--- config.mk ---
export PLATFORM = sky130hd
export DESIGN_NAME = stepper_step_dir_generator
export DESIGN_NICKNAME = d
export VERILOG_FILES = /design/src/design/ssdg_pkg.sv /design/src/design/stepper_step_dir_generator.sv /design/src/design/ssdg_front.sv /design/src/design/ssdg_back.sv /design/src/design/ssdg_outq.sv
export VERILOG_INCLUDE_DIRS = /design/src /design/src/design
export SDC_FILE = /design/constraint.sdc
export NUM_CORES = 2
export LEC_CHECK = 0
export BUFFER_PORTS_ARGS = -buffer_cell sky130_fd_sc_hd__buf_2
export CELL_PAD_IN_SITES_DETAIL_PLACEMENT = 1
export CELL_PAD_IN_SITES_GLOBAL_PLACEMENT = 2
export CORE_AREA = 8 8 437 439
export DETAILED_ROUTE_END_ITERATION = 16
export DIE_AREA = 0 0 445 447
export GPL_TIMING_DRIVEN = 0
export HOLD_SLACK_MARGIN = 0.06
export PLACE_DENSITY = 0.8
export SYNTH_ARGS = -nofsm -noshare
export SYNTH_HDL_FRONTEND = slang
export SYNTH_SLANG_ARGS = --single-unit
--- constraint.sdc ---
create_clock -name clk -period 9.7 [get_ports clk]
set_input_delay 1.94 -clock clk [delete_from_list [all_inputs] [get_ports clk]]
set_output_delay 1.94 -clock clk [all_outputs]
set_load 0.1 [all_outputs]
--- src/design/assert_macros.svh ---
// assertion macros used by the design files
// no dependencies; included by the top level
`ifndef ASSERT_MACROS_SVH
`define ASSERT_MACROS_SVH

// condition implies consequence in the same cycle
`define ASSERT_IMPLY(lbl, clk, rst_n, cond, cons) \
    lbl: assert property (@(posedge clk) disable iff (!rst_n) (cond) |-> (cons)) \
        else $error("implication check failed");

// condition implies consequence in the next cycle
`define ASSERT_NEXT(lbl, clk, rst_n, cond, cons) \
    lbl: assert property (@(posedge clk) disable iff (!rst_n) (cond) |=> (cons)) \
        else $error("next-cycle check failed");

`endif

--- src/design/ssdg_pkg.sv ---
// shared types and constants of the step/direction generator
// no dependencies; imported by every design file
package ssdg_pkg;

    // sizes
    localparam int POSITION_BITS  = 40;
    localparam int MAX_BURST      = 64;
    localparam int BURST_BITS     = $clog2(MAX_BURST + 1);
    localparam int CFG_ADDR_BITS  = 4;
    localparam int CFG_DATA_BITS  = 32;
    localparam int FRONT_DEPTH    = 2;
    localparam int FRONT_PTR_BITS = $clog2(FRONT_DEPTH);
    localparam int OUT_DEPTH      = 2;
    localparam int OUT_PTR_BITS   = $clog2(OUT_DEPTH);

    // register reset values
    localparam logic [31:0] SPD_RESET   = 32'd65536;
    localparam logic [31:0] RATE_RESET  = 32'd66;
    localparam logic [6:0]  BURST_RESET = 7'd1;
    localparam logic [31:0] UNITY_Q16   = 32'h0001_0000;
    localparam logic [63:0] ROUND_HALF  = 64'h0000_0000_8000_0000;

    // division by the millisecond scale, 16-bit digits, reciprocal multiply
    localparam int RATE_DIVISOR = 1000;
    localparam int DIGIT_BITS   = 16;
    localparam int NUM_DIGITS   = 64 / DIGIT_BITS;
    localparam int DIGIT_CNT_BITS = $clog2(NUM_DIGITS);
    localparam int REM_BITS     = $clog2(RATE_DIVISOR);
    localparam int DIV_X_BITS   = REM_BITS + DIGIT_BITS;
    localparam int DIV_SHIFT    = 36;
    localparam logic [31:0] DIV_RECIP =
        32'(((64'd1 << DIV_SHIFT) + 64'(RATE_DIVISOR) - 64'd1) / 64'(RATE_DIVISOR));

    // item function codes
    typedef enum logic [1:0] {
        FUNC_TICK         = 2'd0,
        FUNC_SET_TARGET   = 2'd1,
        FUNC_SET_POSITION = 2'd2,
        FUNC_STOP         = 2'd3
    } func_t;

    // configuration register indexes
    typedef enum logic [1:0] {
        REG_STEPS_PER_DEGREE = 2'd0,
        REG_STEPS_PER_MS     = 2'd1,
        REG_MAX_STEPS        = 2'd2
    } cfg_addr_t;

    // back-end sequencer states
    typedef enum logic [3:0] {
        BK_IDLE,
        BK_START,
        BK_AMUL,
        BK_ANGLE,
        BK_TMUL,
        BK_DLOAD,
        BK_DSET,
        BK_DWAIT,
        BK_DSTEP,
        BK_ALLOW,
        BK_BURST,
        BK_STATUS
    } back_state_t;

    // input word
    typedef struct packed {
        logic [1:0]         func;
        logic [31:0]        now_ms;
        logic signed [31:0] angle_deg_q16;
    } item_t;

    // result word
    typedef struct packed {
        logic                            step;
        logic                            direction;
        logic                            enable;
        logic signed [POSITION_BITS-1:0] position_steps;
        logic                            last;
    } result_t;

    // classified word from front to back
    typedef struct packed {
        func_t       op;
        logic [31:0] now_ms;
        logic        angle_neg;
        logic [31:0] angle_mag;
    } cmd_t;

    // configuration registers
    typedef struct packed {
        logic [31:0] steps_per_degree_q16;
        logic [31:0] steps_per_ms_q16;
        logic [6:0]  max_steps_per_update;
    } cfg_t;

    // back-end status
    typedef struct packed {
        logic idle;
        logic in_burst;
    } back_status_t;

endpackage

--- src/design/stepper_step_dir_generator.sv ---
// top level of the step/direction generator: configuration registers and
// the front end, back end and result queue; uses ssdg_pkg and assert_macros.svh
//
// Input words enter through push/full and results leave through empty/pop,
// both as queues. Every input word gives at least one result word; a tick
// that moves the axis gives one word per step, the final one marked last.
// The status word of a stop, a first tick or an idle tick is made in the back-end
// states start and status; set target and set position, which go through the
// shared multiplier, first pass the states for the product and the angle. Any other
// tick first runs the division by 1000 in four 16-bit digits through the same
// multiplier, then gives one step per cycle while the result queue has room.
// Words are carried out one at a time; two more wait in the input queue.
// When the receiver stops popping, the two-word result queue fills and the
// back end holds, then the input queue fills and full rises. No word is lost.
// Reset clears position, target, fraction, time, direction and enable, and loads
// the register defaults; pready is always high. Registers are written over the APB
// port at byte addresses 0, 4 and 8 while the block is idle (the user's duty, not enforced).
`include "assert_macros.svh"

module stepper_step_dir_generator
    import ssdg_pkg::*;
(
    input  logic                     clk,
    input  logic                     rst_n,
    input  logic                     push,
    output logic                     full,
    input  item_t                    item,
    output logic                     empty,
    input  logic                     pop,
    output result_t                  result,
    input  logic                     psel,
    input  logic                     penable,
    input  logic                     pwrite,
    input  logic [CFG_ADDR_BITS-1:0] paddr,
    input  logic [CFG_DATA_BITS-1:0] pwdata,
    output logic [CFG_DATA_BITS-1:0] prdata,
    output logic                     pready
);

    logic [31:0]  cfg_spd_reg;
    logic [31:0]  cfg_rate_reg;
    logic [6:0]   cfg_burst_reg;
    logic         cfg_wr;
    cfg_t         cfg;
    logic         cmd_valid;
    cmd_t         cmd;
    logic         cmd_pop;
    logic         res_wr;
    logic         res_full;
    result_t      res_word;
    back_status_t back_stat;

    assign pready = 1'b1;
    assign cfg_wr = psel && penable && pwrite && pready;

    // configuration registers
    always_ff @(posedge clk or negedge rst_n)
    begin
        if (!rst_n)
        begin
            cfg_spd_reg   <= SPD_RESET;
            cfg_rate_reg  <= RATE_RESET;
            cfg_burst_reg <= BURST_RESET;
        end
        else if (cfg_wr)
        begin
            unique case (cfg_addr_t'(paddr[CFG_ADDR_BITS-1:2]))
                REG_STEPS_PER_DEGREE: cfg_spd_reg   <= pwdata;
                REG_STEPS_PER_MS:     cfg_rate_reg  <= pwdata;
                REG_MAX_STEPS:        cfg_burst_reg <= pwdata[6:0];
                default:              ;
            endcase
        end
    end

    // register readback
    always_comb
    begin
        unique case (cfg_addr_t'(paddr[CFG_ADDR_BITS-1:2]))
            REG_STEPS_PER_DEGREE: prdata = cfg_spd_reg;
            REG_STEPS_PER_MS:     prdata = cfg_rate_reg;
            REG_MAX_STEPS:        prdata = CFG_DATA_BITS'(cfg_burst_reg);
            default:              prdata = '0;
        endcase
    end

    assign cfg.steps_per_degree_q16 = cfg_spd_reg;
    assign cfg.steps_per_ms_q16     = cfg_rate_reg;
    assign cfg.max_steps_per_update = cfg_burst_reg;

    // input queue and classification
    ssdg_front u_front (
        .clk       (clk),
        .rst_n     (rst_n),
        .push      (push),
        .full      (full),
        .item      (item),
        .cmd_valid (cmd_valid),
        .cmd       (cmd),
        .cmd_pop   (cmd_pop)
    );

    // sequencer
    ssdg_back u_back (
        .clk       (clk),
        .rst_n     (rst_n),
        .cfg       (cfg),
        .cmd_valid (cmd_valid),
        .cmd       (cmd),
        .cmd_pop   (cmd_pop),
        .res_full  (res_full),
        .res_wr    (res_wr),
        .res_word  (res_word),
        .status    (back_stat)
    );

    // result queue
    ssdg_outq u_outq (
        .clk     (clk),
        .rst_n   (rst_n),
        .wr      (res_wr),
        .wr_word (res_word),
        .wr_full (res_full),
        .empty   (empty),
        .pop     (pop),
        .result  (result)
    );

    // checks
    `ASSERT_IMPLY(a_res_no_overflow, clk, rst_n, res_wr, !res_full)
    `ASSERT_NEXT(a_push_reaches_back, clk, rst_n, push && !full, cmd_valid)
    `ASSERT_IMPLY(a_step_only_in_burst, clk, rst_n, res_wr && res_word.step, back_stat.in_burst)
    `ASSERT_IMPLY(a_mid_burst_enabled, clk, rst_n,
                  res_wr && res_word.step && !res_word.last, res_word.enable)

endmodule

--- src/design/ssdg_front.sv ---
// front end: accepts input words, splits the angle into sign and magnitude,
// and holds them in a short queue for the back end; uses ssdg_pkg
module ssdg_front
    import ssdg_pkg::*;
(
    input  logic  clk,
    input  logic  rst_n,
    input  logic  push,
    output logic  full,
    input  item_t item,
    output logic  cmd_valid,
    output cmd_t  cmd,
    input  logic  cmd_pop
);

    cmd_t                    q_reg [FRONT_DEPTH];
    logic [FRONT_PTR_BITS-1:0] wr_ptr_reg, wr_ptr_next;
    logic [FRONT_PTR_BITS-1:0] rd_ptr_reg, rd_ptr_next;
    logic [FRONT_PTR_BITS:0]   count_reg, count_next;
    logic                      push_ok;
    logic                      pop_ok;
    cmd_t                      in_cmd;

    // classify the incoming word
    always_comb
    begin
        in_cmd.op        = func_t'(item.func);
        in_cmd.now_ms    = item.now_ms;
        in_cmd.angle_neg = item.angle_deg_q16[31];
        in_cmd.angle_mag = item.angle_deg_q16[31] ? (~item.angle_deg_q16 + 32'd1)
                                                  : item.angle_deg_q16;
    end

    assign full      = (count_reg == (FRONT_PTR_BITS + 1)'(FRONT_DEPTH));
    assign cmd_valid = (count_reg != '0);
    assign push_ok   = push && !full;
    assign pop_ok    = cmd_pop && cmd_valid;
    assign cmd       = q_reg[rd_ptr_reg];

    // pointer and fill bookkeeping
    always_comb
    begin
        wr_ptr_next = push_ok ? wr_ptr_reg + FRONT_PTR_BITS'(1) : wr_ptr_reg;
        rd_ptr_next = pop_ok ? rd_ptr_reg + FRONT_PTR_BITS'(1) : rd_ptr_reg;
        count_next  = count_reg + (FRONT_PTR_BITS + 1)'(push_ok)
                                - (FRONT_PTR_BITS + 1)'(pop_ok);
    end

    always_ff @(posedge clk or negedge rst_n)
    begin
        if (!rst_n)
        begin
            wr_ptr_reg <= '0;
            rd_ptr_reg <= '0;
            count_reg  <= '0;
        end
        else
        begin
            wr_ptr_reg <= wr_ptr_next;
            rd_ptr_reg <= rd_ptr_next;
            count_reg  <= count_next;
        end
    end

    // queue storage
    always_ff @(posedge clk)
    begin
        if (push_ok)
        begin
            q_reg[wr_ptr_reg] <= in_cmd;
        end
    end

endmodule

--- src/design/ssdg_back.sv ---
// back end: sequencer that carries out one classified word at a time,
// with one shared 32x32 multiplier; uses ssdg_pkg
module ssdg_back
    import ssdg_pkg::*;
(
    input  logic         clk,
    input  logic         rst_n,
    input  cfg_t         cfg,
    input  logic         cmd_valid,
    input  cmd_t         cmd,
    output logic         cmd_pop,
    input  logic         res_full,
    output logic         res_wr,
    output result_t      res_word,
    output back_status_t status
);

    back_state_t state_reg, state_next;

    logic signed [POSITION_BITS-1:0] pos_reg, pos_next;
    logic signed [POSITION_BITS-1:0] target_reg, target_next;
    logic [15:0]                     frac_reg, frac_next;
    logic [31:0]                     last_time_reg, last_time_next;
    logic                            dir_reg, dir_next;
    logic                            en_reg, en_next;

    cmd_t                      cmd_reg, cmd_next;
    logic [31:0]               mul_a_reg, mul_a_next;
    logic [31:0]               mul_b_reg, mul_b_next;
    logic [63:0]               prod_reg, prod_next;
    logic [63:0]               dvd_reg, dvd_next;
    logic [REM_BITS-1:0]       rem_reg, rem_next;
    logic [DIV_X_BITS-1:0]     x_reg, x_next;
    logic [63:0]               quot_reg, quot_next;
    logic [DIGIT_CNT_BITS-1:0] dig_reg, dig_next;
    logic [BURST_BITS-1:0]     cnt_reg, cnt_next;

    logic [31:0]                     spd_eff;
    logic [31:0]                     rate_eff;
    logic [6:0]                      burst_eff;
    logic [31:0]                     elapsed;
    logic [63:0]                     rnd;
    logic signed [32:0]              steps33;
    logic signed [POSITION_BITS-1:0] angle_steps;
    logic [DIGIT_BITS-1:0]           q_digit;
    logic [63:0]                     allow;
    logic [47:0]                     n_raw;
    logic [BURST_BITS-1:0]           lim;
    logic [BURST_BITS-1:0]           n_lim;
    logic                            fwd;
    logic signed [POSITION_BITS:0]   diff;
    logic [POSITION_BITS:0]          dist_left;
    logic signed [POSITION_BITS-1:0] step_pos;
    logic                            fin;

    // zero register values act as unity in q16.16 for the two scales and as one step for the burst limit
    assign spd_eff   = (cfg.steps_per_degree_q16 == '0) ? UNITY_Q16 : cfg.steps_per_degree_q16;
    assign rate_eff  = (cfg.steps_per_ms_q16 == '0) ? UNITY_Q16 : cfg.steps_per_ms_q16;
    assign burst_eff = (cfg.max_steps_per_update == '0) ? 7'd1 : cfg.max_steps_per_update;

    // shared multiplier, registered product
    assign prod_next = 64'(mul_a_reg) * 64'(mul_b_reg);

    // angle rounding: add one half, keep the integer part, apply the sign
    always_comb
    begin
        rnd         = prod_reg + ROUND_HALF;
        steps33     = cmd_reg.angle_neg ? -$signed({1'b0, rnd[63:32]})
                                        : $signed({1'b0, rnd[63:32]});
        angle_steps = POSITION_BITS'(steps33);
    end

    // allowance and burst length
    always_comb
    begin
        q_digit   = prod_reg[DIV_SHIFT +: DIGIT_BITS];
        allow     = quot_reg + 64'(frac_reg);
        n_raw     = allow[63:16];
        lim       = (burst_eff > 7'(MAX_BURST)) ? BURST_BITS'(MAX_BURST)
                                                : BURST_BITS'(burst_eff);
        n_lim     = (n_raw > 48'(lim)) ? lim : BURST_BITS'(n_raw);
        fwd       = (target_reg > pos_reg);
        diff      = (POSITION_BITS + 1)'(target_reg) - (POSITION_BITS + 1)'(pos_reg);
        dist_left = fwd ? diff : -diff;
        elapsed   = cmd_reg.now_ms - last_time_reg;
    end

    // one step of the burst
    always_comb
    begin
        step_pos = dir_reg ? pos_reg + POSITION_BITS'(1) : pos_reg - POSITION_BITS'(1);
        fin      = (cnt_reg == BURST_BITS'(1));
    end

    // next state and outputs
    always_comb
    begin
        state_next     = state_reg;
        pos_next       = pos_reg;
        target_next    = target_reg;
        frac_next      = frac_reg;
        last_time_next = last_time_reg;
        dir_next       = dir_reg;
        en_next        = en_reg;
        cmd_next       = cmd_reg;
        mul_a_next     = mul_a_reg;
        mul_b_next     = mul_b_reg;
        dvd_next       = dvd_reg;
        rem_next       = rem_reg;
        x_next         = x_reg;
        quot_next      = quot_reg;
        dig_next       = dig_reg;
        cnt_next       = cnt_reg;
        cmd_pop        = 1'b0;
        res_wr         = 1'b0;
        res_word       = '0;

        unique case (state_reg)
            BK_IDLE:
            begin
                if (cmd_valid)
                begin
                    cmd_pop    = 1'b1;
                    cmd_next   = cmd;
                    state_next = BK_START;
                end
            end

            BK_START:
            begin
                unique case (cmd_reg.op)
                    FUNC_TICK:
                    begin
                        last_time_next = cmd_reg.now_ms;
                        if (last_time_reg == '0)
                        begin
                            state_next = BK_STATUS;
                        end
                        else if (elapsed == '0 || target_reg == pos_reg)
                        begin
                            if (target_reg == pos_reg)
                            begin
                                en_next = 1'b0;
                            end
                            state_next = BK_STATUS;
                        end
                        else
                        begin
                            mul_a_next = rate_eff;
                            mul_b_next = elapsed;
                            state_next = BK_TMUL;
                        end
                    end
                    FUNC_SET_TARGET,
                    FUNC_SET_POSITION:
                    begin
                        mul_a_next = cmd_reg.angle_mag;
                        mul_b_next = spd_eff;
                        state_next = BK_AMUL;
                    end
                    FUNC_STOP:
                    begin
                        target_next = pos_reg;
                        frac_next   = '0;
                        en_next     = 1'b0;
                        state_next  = BK_STATUS;
                    end
                    default:
                    begin
                        state_next = BK_STATUS;
                    end
                endcase
            end

            BK_AMUL:
            begin
                state_next = BK_ANGLE;
            end

            BK_ANGLE:
            begin
                if (cmd_reg.op == FUNC_SET_TARGET)
                begin
                    target_next = angle_steps;
                    if (angle_steps != pos_reg)
                    begin
                        en_next = 1'b1;
                    end
                end
                else
                begin
                    pos_next       = angle_steps;
                    target_next    = angle_steps;
                    frac_next      = '0;
                    last_time_next = cmd_reg.now_ms;
                    en_next        = 1'b0;
                end
                state_next = BK_STATUS;
            end

            BK_TMUL:
            begin
                state_next = BK_DLOAD;
            end

            BK_DLOAD:
            begin
                dvd_next   = prod_reg;
                rem_next   = '0;
                quot_next  = '0;
                dig_next   = DIGIT_CNT_BITS'(NUM_DIGITS - 1);
                state_next = BK_DSET;
            end

            // next digit of the dividend under the running remainder
            BK_DSET:
            begin
                x_next     = {rem_reg, dvd_reg[63 -: DIGIT_BITS]};
                dvd_next   = dvd_reg << DIGIT_BITS;
                mul_a_next = 32'(x_next);
                mul_b_next = DIV_RECIP;
                state_next = BK_DWAIT;
            end

            BK_DWAIT:
            begin
                state_next = BK_DSTEP;
            end

            BK_DSTEP:
            begin
                quot_next = {quot_reg[63-DIGIT_BITS:0], q_digit};
                rem_next  = REM_BITS'(x_reg - DIV_X_BITS'(q_digit) * DIV_X_BITS'(RATE_DIVISOR));
                if (dig_reg == '0)
                begin
                    state_next = BK_ALLOW;
                end
                else
                begin
                    dig_next   = dig_reg - DIGIT_CNT_BITS'(1);
                    state_next = BK_DSET;
                end
            end

            BK_ALLOW:
            begin
                frac_next = allow[15:0];
                if (n_raw == '0)
                begin
                    state_next = BK_STATUS;
                end
                else
                begin
                    cnt_next   = (dist_left < (POSITION_BITS + 1)'(n_lim))
                                 ? BURST_BITS'(dist_left) : n_lim;
                    dir_next   = fwd;
                    en_next    = 1'b1;
                    state_next = BK_BURST;
                end
            end

            // one step word per cycle while the result queue has room
            BK_BURST:
            begin
                if (!res_full)
                begin
                    res_wr                  = 1'b1;
                    pos_next                = step_pos;
                    if (fin && step_pos == target_reg)
                    begin
                        en_next = 1'b0;
                    end
                    res_word.step           = 1'b1;
                    res_word.direction      = dir_reg;
                    res_word.enable         = en_next;
                    res_word.position_steps = step_pos;
                    res_word.last           = fin;
                    cnt_next                = cnt_reg - BURST_BITS'(1);
                    if (fin)
                    begin
                        state_next = BK_IDLE;
                    end
                end
            end

            BK_STATUS:
            begin
                if (!res_full)
                begin
                    res_wr                  = 1'b1;
                    res_word.step           = 1'b0;
                    res_word.direction      = dir_reg;
                    res_word.enable         = en_reg;
                    res_word.position_steps = pos_reg;
                    res_word.last           = 1'b1;
                    state_next              = BK_IDLE;
                end
            end

            default:
            begin
                state_next = BK_IDLE;
            end
        endcase
    end

    assign status.idle     = (state_reg == BK_IDLE);
    assign status.in_burst = (state_reg == BK_BURST);

    // control and axis state
    always_ff @(posedge clk or negedge rst_n)
    begin
        if (!rst_n)
        begin
            state_reg     <= BK_IDLE;
            pos_reg       <= '0;
            target_reg    <= '0;
            frac_reg      <= '0;
            last_time_reg <= '0;
            dir_reg       <= 1'b0;
            en_reg        <= 1'b0;
        end
        else
        begin
            state_reg     <= state_next;
            pos_reg       <= pos_next;
            target_reg    <= target_next;
            frac_reg      <= frac_next;
            last_time_reg <= last_time_next;
            dir_reg       <= dir_next;
            en_reg        <= en_next;
        end
    end

    // datapath registers
    always_ff @(posedge clk)
    begin
        cmd_reg   <= cmd_next;
        mul_a_reg <= mul_a_next;
        mul_b_reg <= mul_b_next;
        prod_reg  <= prod_next;
        dvd_reg   <= dvd_next;
        rem_reg   <= rem_next;
        x_reg     <= x_next;
        quot_reg  <= quot_next;
        dig_reg   <= dig_next;
        cnt_reg   <= cnt_next;
    end

endmodule

--- src/design/ssdg_outq.sv ---
// result queue: two-entry queue between back end and receiver
// uses ssdg_pkg
module ssdg_outq
    import ssdg_pkg::*;
(
    input  logic    clk,
    input  logic    rst_n,
    input  logic    wr,
    input  result_t wr_word,
    output logic    wr_full,
    output logic    empty,
    input  logic    pop,
    output result_t result
);

    result_t                 q_reg [OUT_DEPTH];
    logic [OUT_PTR_BITS-1:0] wr_ptr_reg, wr_ptr_next;
    logic [OUT_PTR_BITS-1:0] rd_ptr_reg, rd_ptr_next;
    logic [OUT_PTR_BITS:0]   count_reg, count_next;
    logic                    wr_ok;
    logic                    pop_ok;

    assign wr_full = (count_reg == (OUT_PTR_BITS + 1)'(OUT_DEPTH));
    assign empty   = (count_reg == '0);
    assign wr_ok   = wr && !wr_full;
    assign pop_ok  = pop && !empty;
    assign result  = q_reg[rd_ptr_reg];

    // pointer and fill bookkeeping
    always_comb
    begin
        wr_ptr_next = wr_ok ? wr_ptr_reg + OUT_PTR_BITS'(1) : wr_ptr_reg;
        rd_ptr_next = pop_ok ? rd_ptr_reg + OUT_PTR_BITS'(1) : rd_ptr_reg;
        count_next  = count_reg + (OUT_PTR_BITS + 1)'(wr_ok) - (OUT_PTR_BITS + 1)'(pop_ok);
    end

    always_ff @(posedge clk or negedge rst_n)
    begin
        if (!rst_n)
        begin
            wr_ptr_reg <= '0;
            rd_ptr_reg <= '0;
            count_reg  <= '0;
        end
        else
        begin
            wr_ptr_reg <= wr_ptr_next;
            rd_ptr_reg <= rd_ptr_next;
            count_reg  <= count_next;
        end
    end

    // queue storage
    always_ff @(posedge clk)
    begin
        if (wr_ok)
        begin
            q_reg[wr_ptr_reg] <= wr_word;
        end
    end

endmodule

; ---- Word level (Yosys, flattened, before mapping)
; Memories as Yosys holds them, arrays and structs flattened. A register that Yosys moved wholly into a read port is not among the register bits.
; Cells that the tools add are included.
[classes]
n_addsub = 20
n_reduce_logical = 47
n_div = 0
multipliers = 2
n_eq_ne = 38
shift = 0
bitwise_logic = 2
n_mux = 69
magnitude_cmp = 4
[ops]
columns = op, count
row1 = case mux 32 bit (2 select lines), 5
row2 = two-way mux 32 bit, 9
row3 = case mux 64 bit (2 select lines), 2
row4 = two-way mux 40 bit, 4
row5 = case mux 40 bit (2 select lines), 2
row6 = zero test 32 bit, 4
row7 = case mux 32 bit (3 select lines), 1
row8 = case mux 44 bit (2 select lines), 1
row9 = equality test 40 bit, 2
row10 = adder 64 x 16 -> 64 bit, 1
row11 = "adder 64 x 32 -> 64 bit, second input constant", 1
row12 = multiplier 32 x 32 -> 64 bit, 1
row13 = greater-than comparator 48 x 7 -> 1 bit, 1
row14 = zero test 48 bit, 1
row15 = case mux 16 bit (3 select lines), 1
row16 = case mux 4 bit (12 select lines), 1
row17 = two-way mux 44 bit, 1
row18 = two-way mux 43 bit, 1
row19 = two-way mux 7 bit, 6
row20 = < comparator 41 x 7 -> 1 bit, 1
row21 = two-way mux 41 bit, 1
row22 = negation 41 bit, 1
row23 = subtractor 40 x 40 -> 41 bit, 1
row24 = "adder 40 x 2 -> 40 bit, second input constant", 1
row25 = 53 further kinds, 132
[totals]
romBits = 0
ramBits = 222
output_inout_bits = 79
word_cells = 209
regBits = 498
mem_count = 2
latchBits = 0
[mem_list]
columns = memory, words, width, read_ports, rd_clocked_by_memory_dff, wr, line
row1 = u_front.q_reg, 2, 67, 1, 1, 1, ssdg_front.sv:16  ; cmd_t q_reg [FRONT_DEPTH];
row2 = u_outq.q_reg, 2, 44, 1, 0, 1, ssdg_outq.sv:16  ; result_t q_reg [OUT_DEPTH];

; ---- Longest topological paths before layout
[depth]
word_depth = 10
ltp_mapped = 33
ltp_nobuf = 31

; ---- Cells and area by module
; Synthesis repeated with hierarchy kept, for this count alone.
[hier_totals]
cells_unflattened = 7937
hier_area_um2 = 78178.7
[modules_own_cells]
columns = mod, instances, cells_per_inst, seq_area_each_um2, area_each_um2
row1 = ssdg_back, 1, 7222, 13282.7, 65505.3
row2 = ssdg_front, 1, 325, 4124.0, 5776.8
row3 = ssdg_outq, 1, 155, 2742.6, 3575.9
row4 = stepper_step_dir_generator, 1, 235, 1781.7, 3320.7

; ---- Worst setup path after synthesis
; No wires, ideal clock.
[synth_timing]
path_type = reg-to-reg
startpoint = reg u_back.mul_b_reg[8]
endpoint = reg u_back.prod_reg[63]
t_arrival_ns = 8.234
setup_time_ns = 0.127
path_stages_with_launch = 28
path_buffers = 1
path_slack_ns = 1.338
cell_sequence = edfxtp_1 clkbuf_1 nand2_1 fa_1 inv_1 fa_1 inv_1 fa_1 inv_1 fa_1 fa_1 fa_1 fa_1 fa_1 ha_1 and3_1 nand2_1 or3_1 o211ai_1 a21oi_1 o21ai_0 o21ai_0 o31ai_1 a221oi_1 a211o_1 o311ai_0 and4_1 nor3_1
[synth_between]
elab_chain_len = 1
[synth_rtl]
columns = item, line
row1 = "start, declared", ssdg_back.sv:29  ; logic [31:0] mul_b_reg, mul_b_next;
row2 = "start signal, assigned", ssdg_back.sv:340  ; mul_b_reg <= mul_b_next;
row3 = multiplier 32 x 32 -> 64 bit, ssdg_back.sv:62  ; assign prod_next = 64'(mul_a_reg) * 64'(mul_b_reg);
row4 = net u_back.prod_next[63], ssdg_back.sv:30  ; logic [63:0] prod_reg, prod_next;
row5 = "end signal, assigned", ssdg_back.sv:341  ; prod_reg <= prod_next;
row6 = "end, declared", ssdg_back.sv:30
; The timed path passes the listed nets, and every way through them passes these cells.
; A chain may end at the register's enable or synchronous reset.

; ---- Worst setup path after layout
[layout_timing]
startpoint = reg u_back.mul_b_reg[7]
endpoint = reg u_back.prod_reg[57]
; Same word-level chain as after synthesis.

==> summary.md <==
| Metric | Value |
|---|---|
| Port bufs | 182 |
| GP Congestion | 0.994 |
| Arr. time, crit path | approximately 10 ns |
| Die height | 447 um |
| Post-synth top area share | between 20% and 30% |
| First-pass GRT wire length | ~460000 um |
| Antenna violations before repair | 40 |
| Mean Syn Cell Area | 9.73 um^2 |
| Via density | 5.78 |
| Core region area | approximately 180000 um^2 |
| H-tree depth | 3 |
| Seq. cell area | around 22000 um^2 |
| Share of cells above drive strength 1 | 10.1% |
| Multi-input gate area | between 50000 and 60000 um^2 |
| EDFF count, synth | 510 |
| Nets | between 9000 and 10000 |
| Cell family with most CP delay | adder cells |
| #FFs+latches synth | between 700 and 800 |
| Slowest stage cell, crit path | edfxtp_1 |
| ANT nets after route | 0 |
| End of the critical path | u_back.prod_reg[57] |
| Ranking of synthesized cells by area | fa_1 (23%), edfxtp_1 (19%), ha_1 (6.9%) |
| CTS clk-pin slew, worst paths | 0.06 ns |
| Leading area contributor after synthesis | fa_1 |
| Core Util, Final | 47.1% |
| Setup TNS | 0 ns |
| Max reg flops | between 100 and 150 |
| Sequential share of the synthesized area | about 28% |
| Dominant synthesized flop cell | edfxtp_1 |
| Root buf cell | clkbuf_16 |
| Slew Viols, Final | 0 |
| HP Start | u_back.target_reg[0] |
| Post-synthesis cell count | 8068 |
| Post-DP HPWL | 258000 um |
| CP Class | reg -> reg |
| Total CTS buffers | 86 |
| Slack of the worst reg-to-reg path | 0.07 ns |
| Post-Syn Nets | roughly 9500 |
| Final Hold Viols | 0 |
| Vias | 63300 |
| Crit path max fanout | 10 |
| Maxcap violations | 0 |
| WP buf/inv | 3 |
| WP data required | a little over 10 ns |
| Max_slew headroom | 8.14% |
| IO Count | between 150 and 200 |
| Yosys cell types | 104 |
| Reg-to-Reg Start | u_back.mul_b_reg[7] |
| Actual slew at the worst max-slew pin | 1.37 ns |
| Achievable Freq | 104 MHz |
| Clock Latency Late Sink | 0.74 ns |
| Setup crit start | u_back.mul_b_reg[7] |
| Die area | 199000 um^2 |
| Layout fillers | 20900 |
| Synth top cells by count | inv_1 (1075), nand2_1 (974), fa_1 (904) |
| Path length in cells of the critical path | 26 |
| Min-delay worst type | reg -> reg |
| Residual DRC | 0 |
| Reg-to-Reg End | u_back.prod_reg[57] |
| Startpoint Class | flip-flop |
| Final min period | 9.63 ns |
| Path depth of the worst reg2reg path | 26 |
| Final worst-path cycle share | slightly below 100% |
| RSZ-0062 raised after global routing | yes |
| Drt first pass iters | 5 |
| Clock Skew | 0.0645 ns |
| Outcome | complete, no violations |
| CTS sink count | 787 |
| FP Rows | 158 |
| Global route overflow | 0 |
| Post-Synthesis Cell Area | between 70000 and 80000 um^2 |
| Top-count cell post-synth | inv_1 |
| Area Overhead vs Synth | 10.5% |
| Ys async rst share | 27.1% |
| Drt initial violations | approximately 5300 |
| Drt wl/cell | 28.9 um |
| Most used cell, CP | fa_1 |
| Final Setup Violations | 0 |
| Crit end category | flip-flop |
| Largest net degree at the start of global routing | 111 |
| Total GRT Usage | 31.3% |
| CTS Buffer Depth | 3 |
| Yosys warns | 0 |
| Initial Utilization | 42.6% |
| Final WL | 317000 um |
| CTS Hold Bufs | 0 |
| Vias in the first global route | 67400 |
| Max stage delay on crit path | 0.69 ns |
| Die Width | 445 um |
| CTS tree | yes |
==> how the worst min path moves through the flow <==
stage | end | slack (ns) | cells after the start
6_report | u_back.target_reg[0] | 0.49 | 2
5_1_grt | u_back.x_reg[7] | 0.50 | 0
4_1_cts | u_back.x_reg[7] | 0.49 | 0
3_5_place_dp | u_back.x_reg[7] | 0.46 | 0
3_3_place_gp | u_back.frac_reg[9] | 0.47 | 2
2_1_floorplan | u_back.x_reg[0] | 0.43 | 0
==> cells by family after synthesis <==
family	Yosys count	share of synthesized area [%]
AND/OR/NAND/NOR	2568	16.1
buffers and inverters	1477	7.11
adder cells (fa/ha/maj)	1339	30.0
AO/OA/AOI/OAI	1149	9.42
flip-flops	787	27.9
multiplexers	381	5.27
XOR/XNOR	366	4.15
other	1	0.00477
==> per-layer routing <==
metal,GRT usage (%),vias up,wire (um)
met5,0,-,27
met4,15.2,4,19100
met3,5.42,697,21800
met2,50.5,2427,145000
met1,41.1,32700,131000
li1,-,27400,-
==> stage by stage <==
| step | hold slack [ns] | cells | setup WS [ns] | instance area (um^2) |
|---|---|---|---|---|
| after floorplan | 0.426 | 8068 | 1.34 | 78500 |
| after global placement | 0.468 | 10700 | -2.40 | 82600 |
| after detailed placement | 0.457 | 10700 | -2.28 | 83000 |
| after CTS | 0.489 | 10900 | -0.000658 | 86600 |
| after global routing | 0.502 | 10900 | -0.0883 | 86800 |
| final | 0.490 | 11000 | 0.0665 | 86800 |
==> cell usage in the layout (no fill, tap or decap), types with 103 or more instances in the layout <==
master | Yosys | routed
inv_1 | 1075 | 1074
nand2_1 | 974 | 973
fa_1 | 904 | 904
and2_1 | 549 | 549
edfxtp_1 | 510 | 510
ha_1 | 435 | 434
nor2_1 | 392 | 388
a21oi_1 | 321 | 318
o21ai_0 | 285 | 282
mux2_2 | 263 | 263
xnor2_1 | 259 | 255
clkbuf_1 | 366 | 254
buf_2 | 11 | 210
dfrtp_1 | 209 | 209
mux2i_1 | 118 | 118
nand3_1 | 107 | 107
xor2_1 | 103 | 103
==> cell type report <==
cell class / instances / area share (%)
plain buffers: 398 / 2.03
clock inverters: 55 / 0.752
multi-input cells: 5804 / 59.1
clock buffers: 107 / 2.79
diodes: 23 / 0.0663
flip-flops and latches: 787 / 25.3
well taps: 2480 / 3.57
repair buffers: 225 / 1.82
inverters: 1078 / 4.66
==> what timing repair did <==
item | in CTS | in global routing
setup endpoints to repair | 23 | 14
pin swaps | 3 | 5
resized for setup | 140 | 92
gates cloned | 0 | 0
buffers inserted | 22 | 6
==> tightest hold or removal path: stages (launching register included) <==
cell	delay, ns
dfrtp_1	0.35
nand2_1	0.05
o21ai_0	0.06
Power is left out: the tool's default activity adds up to more than one toggle a clock period on the data nets, which glitch-free logic cannot reach.
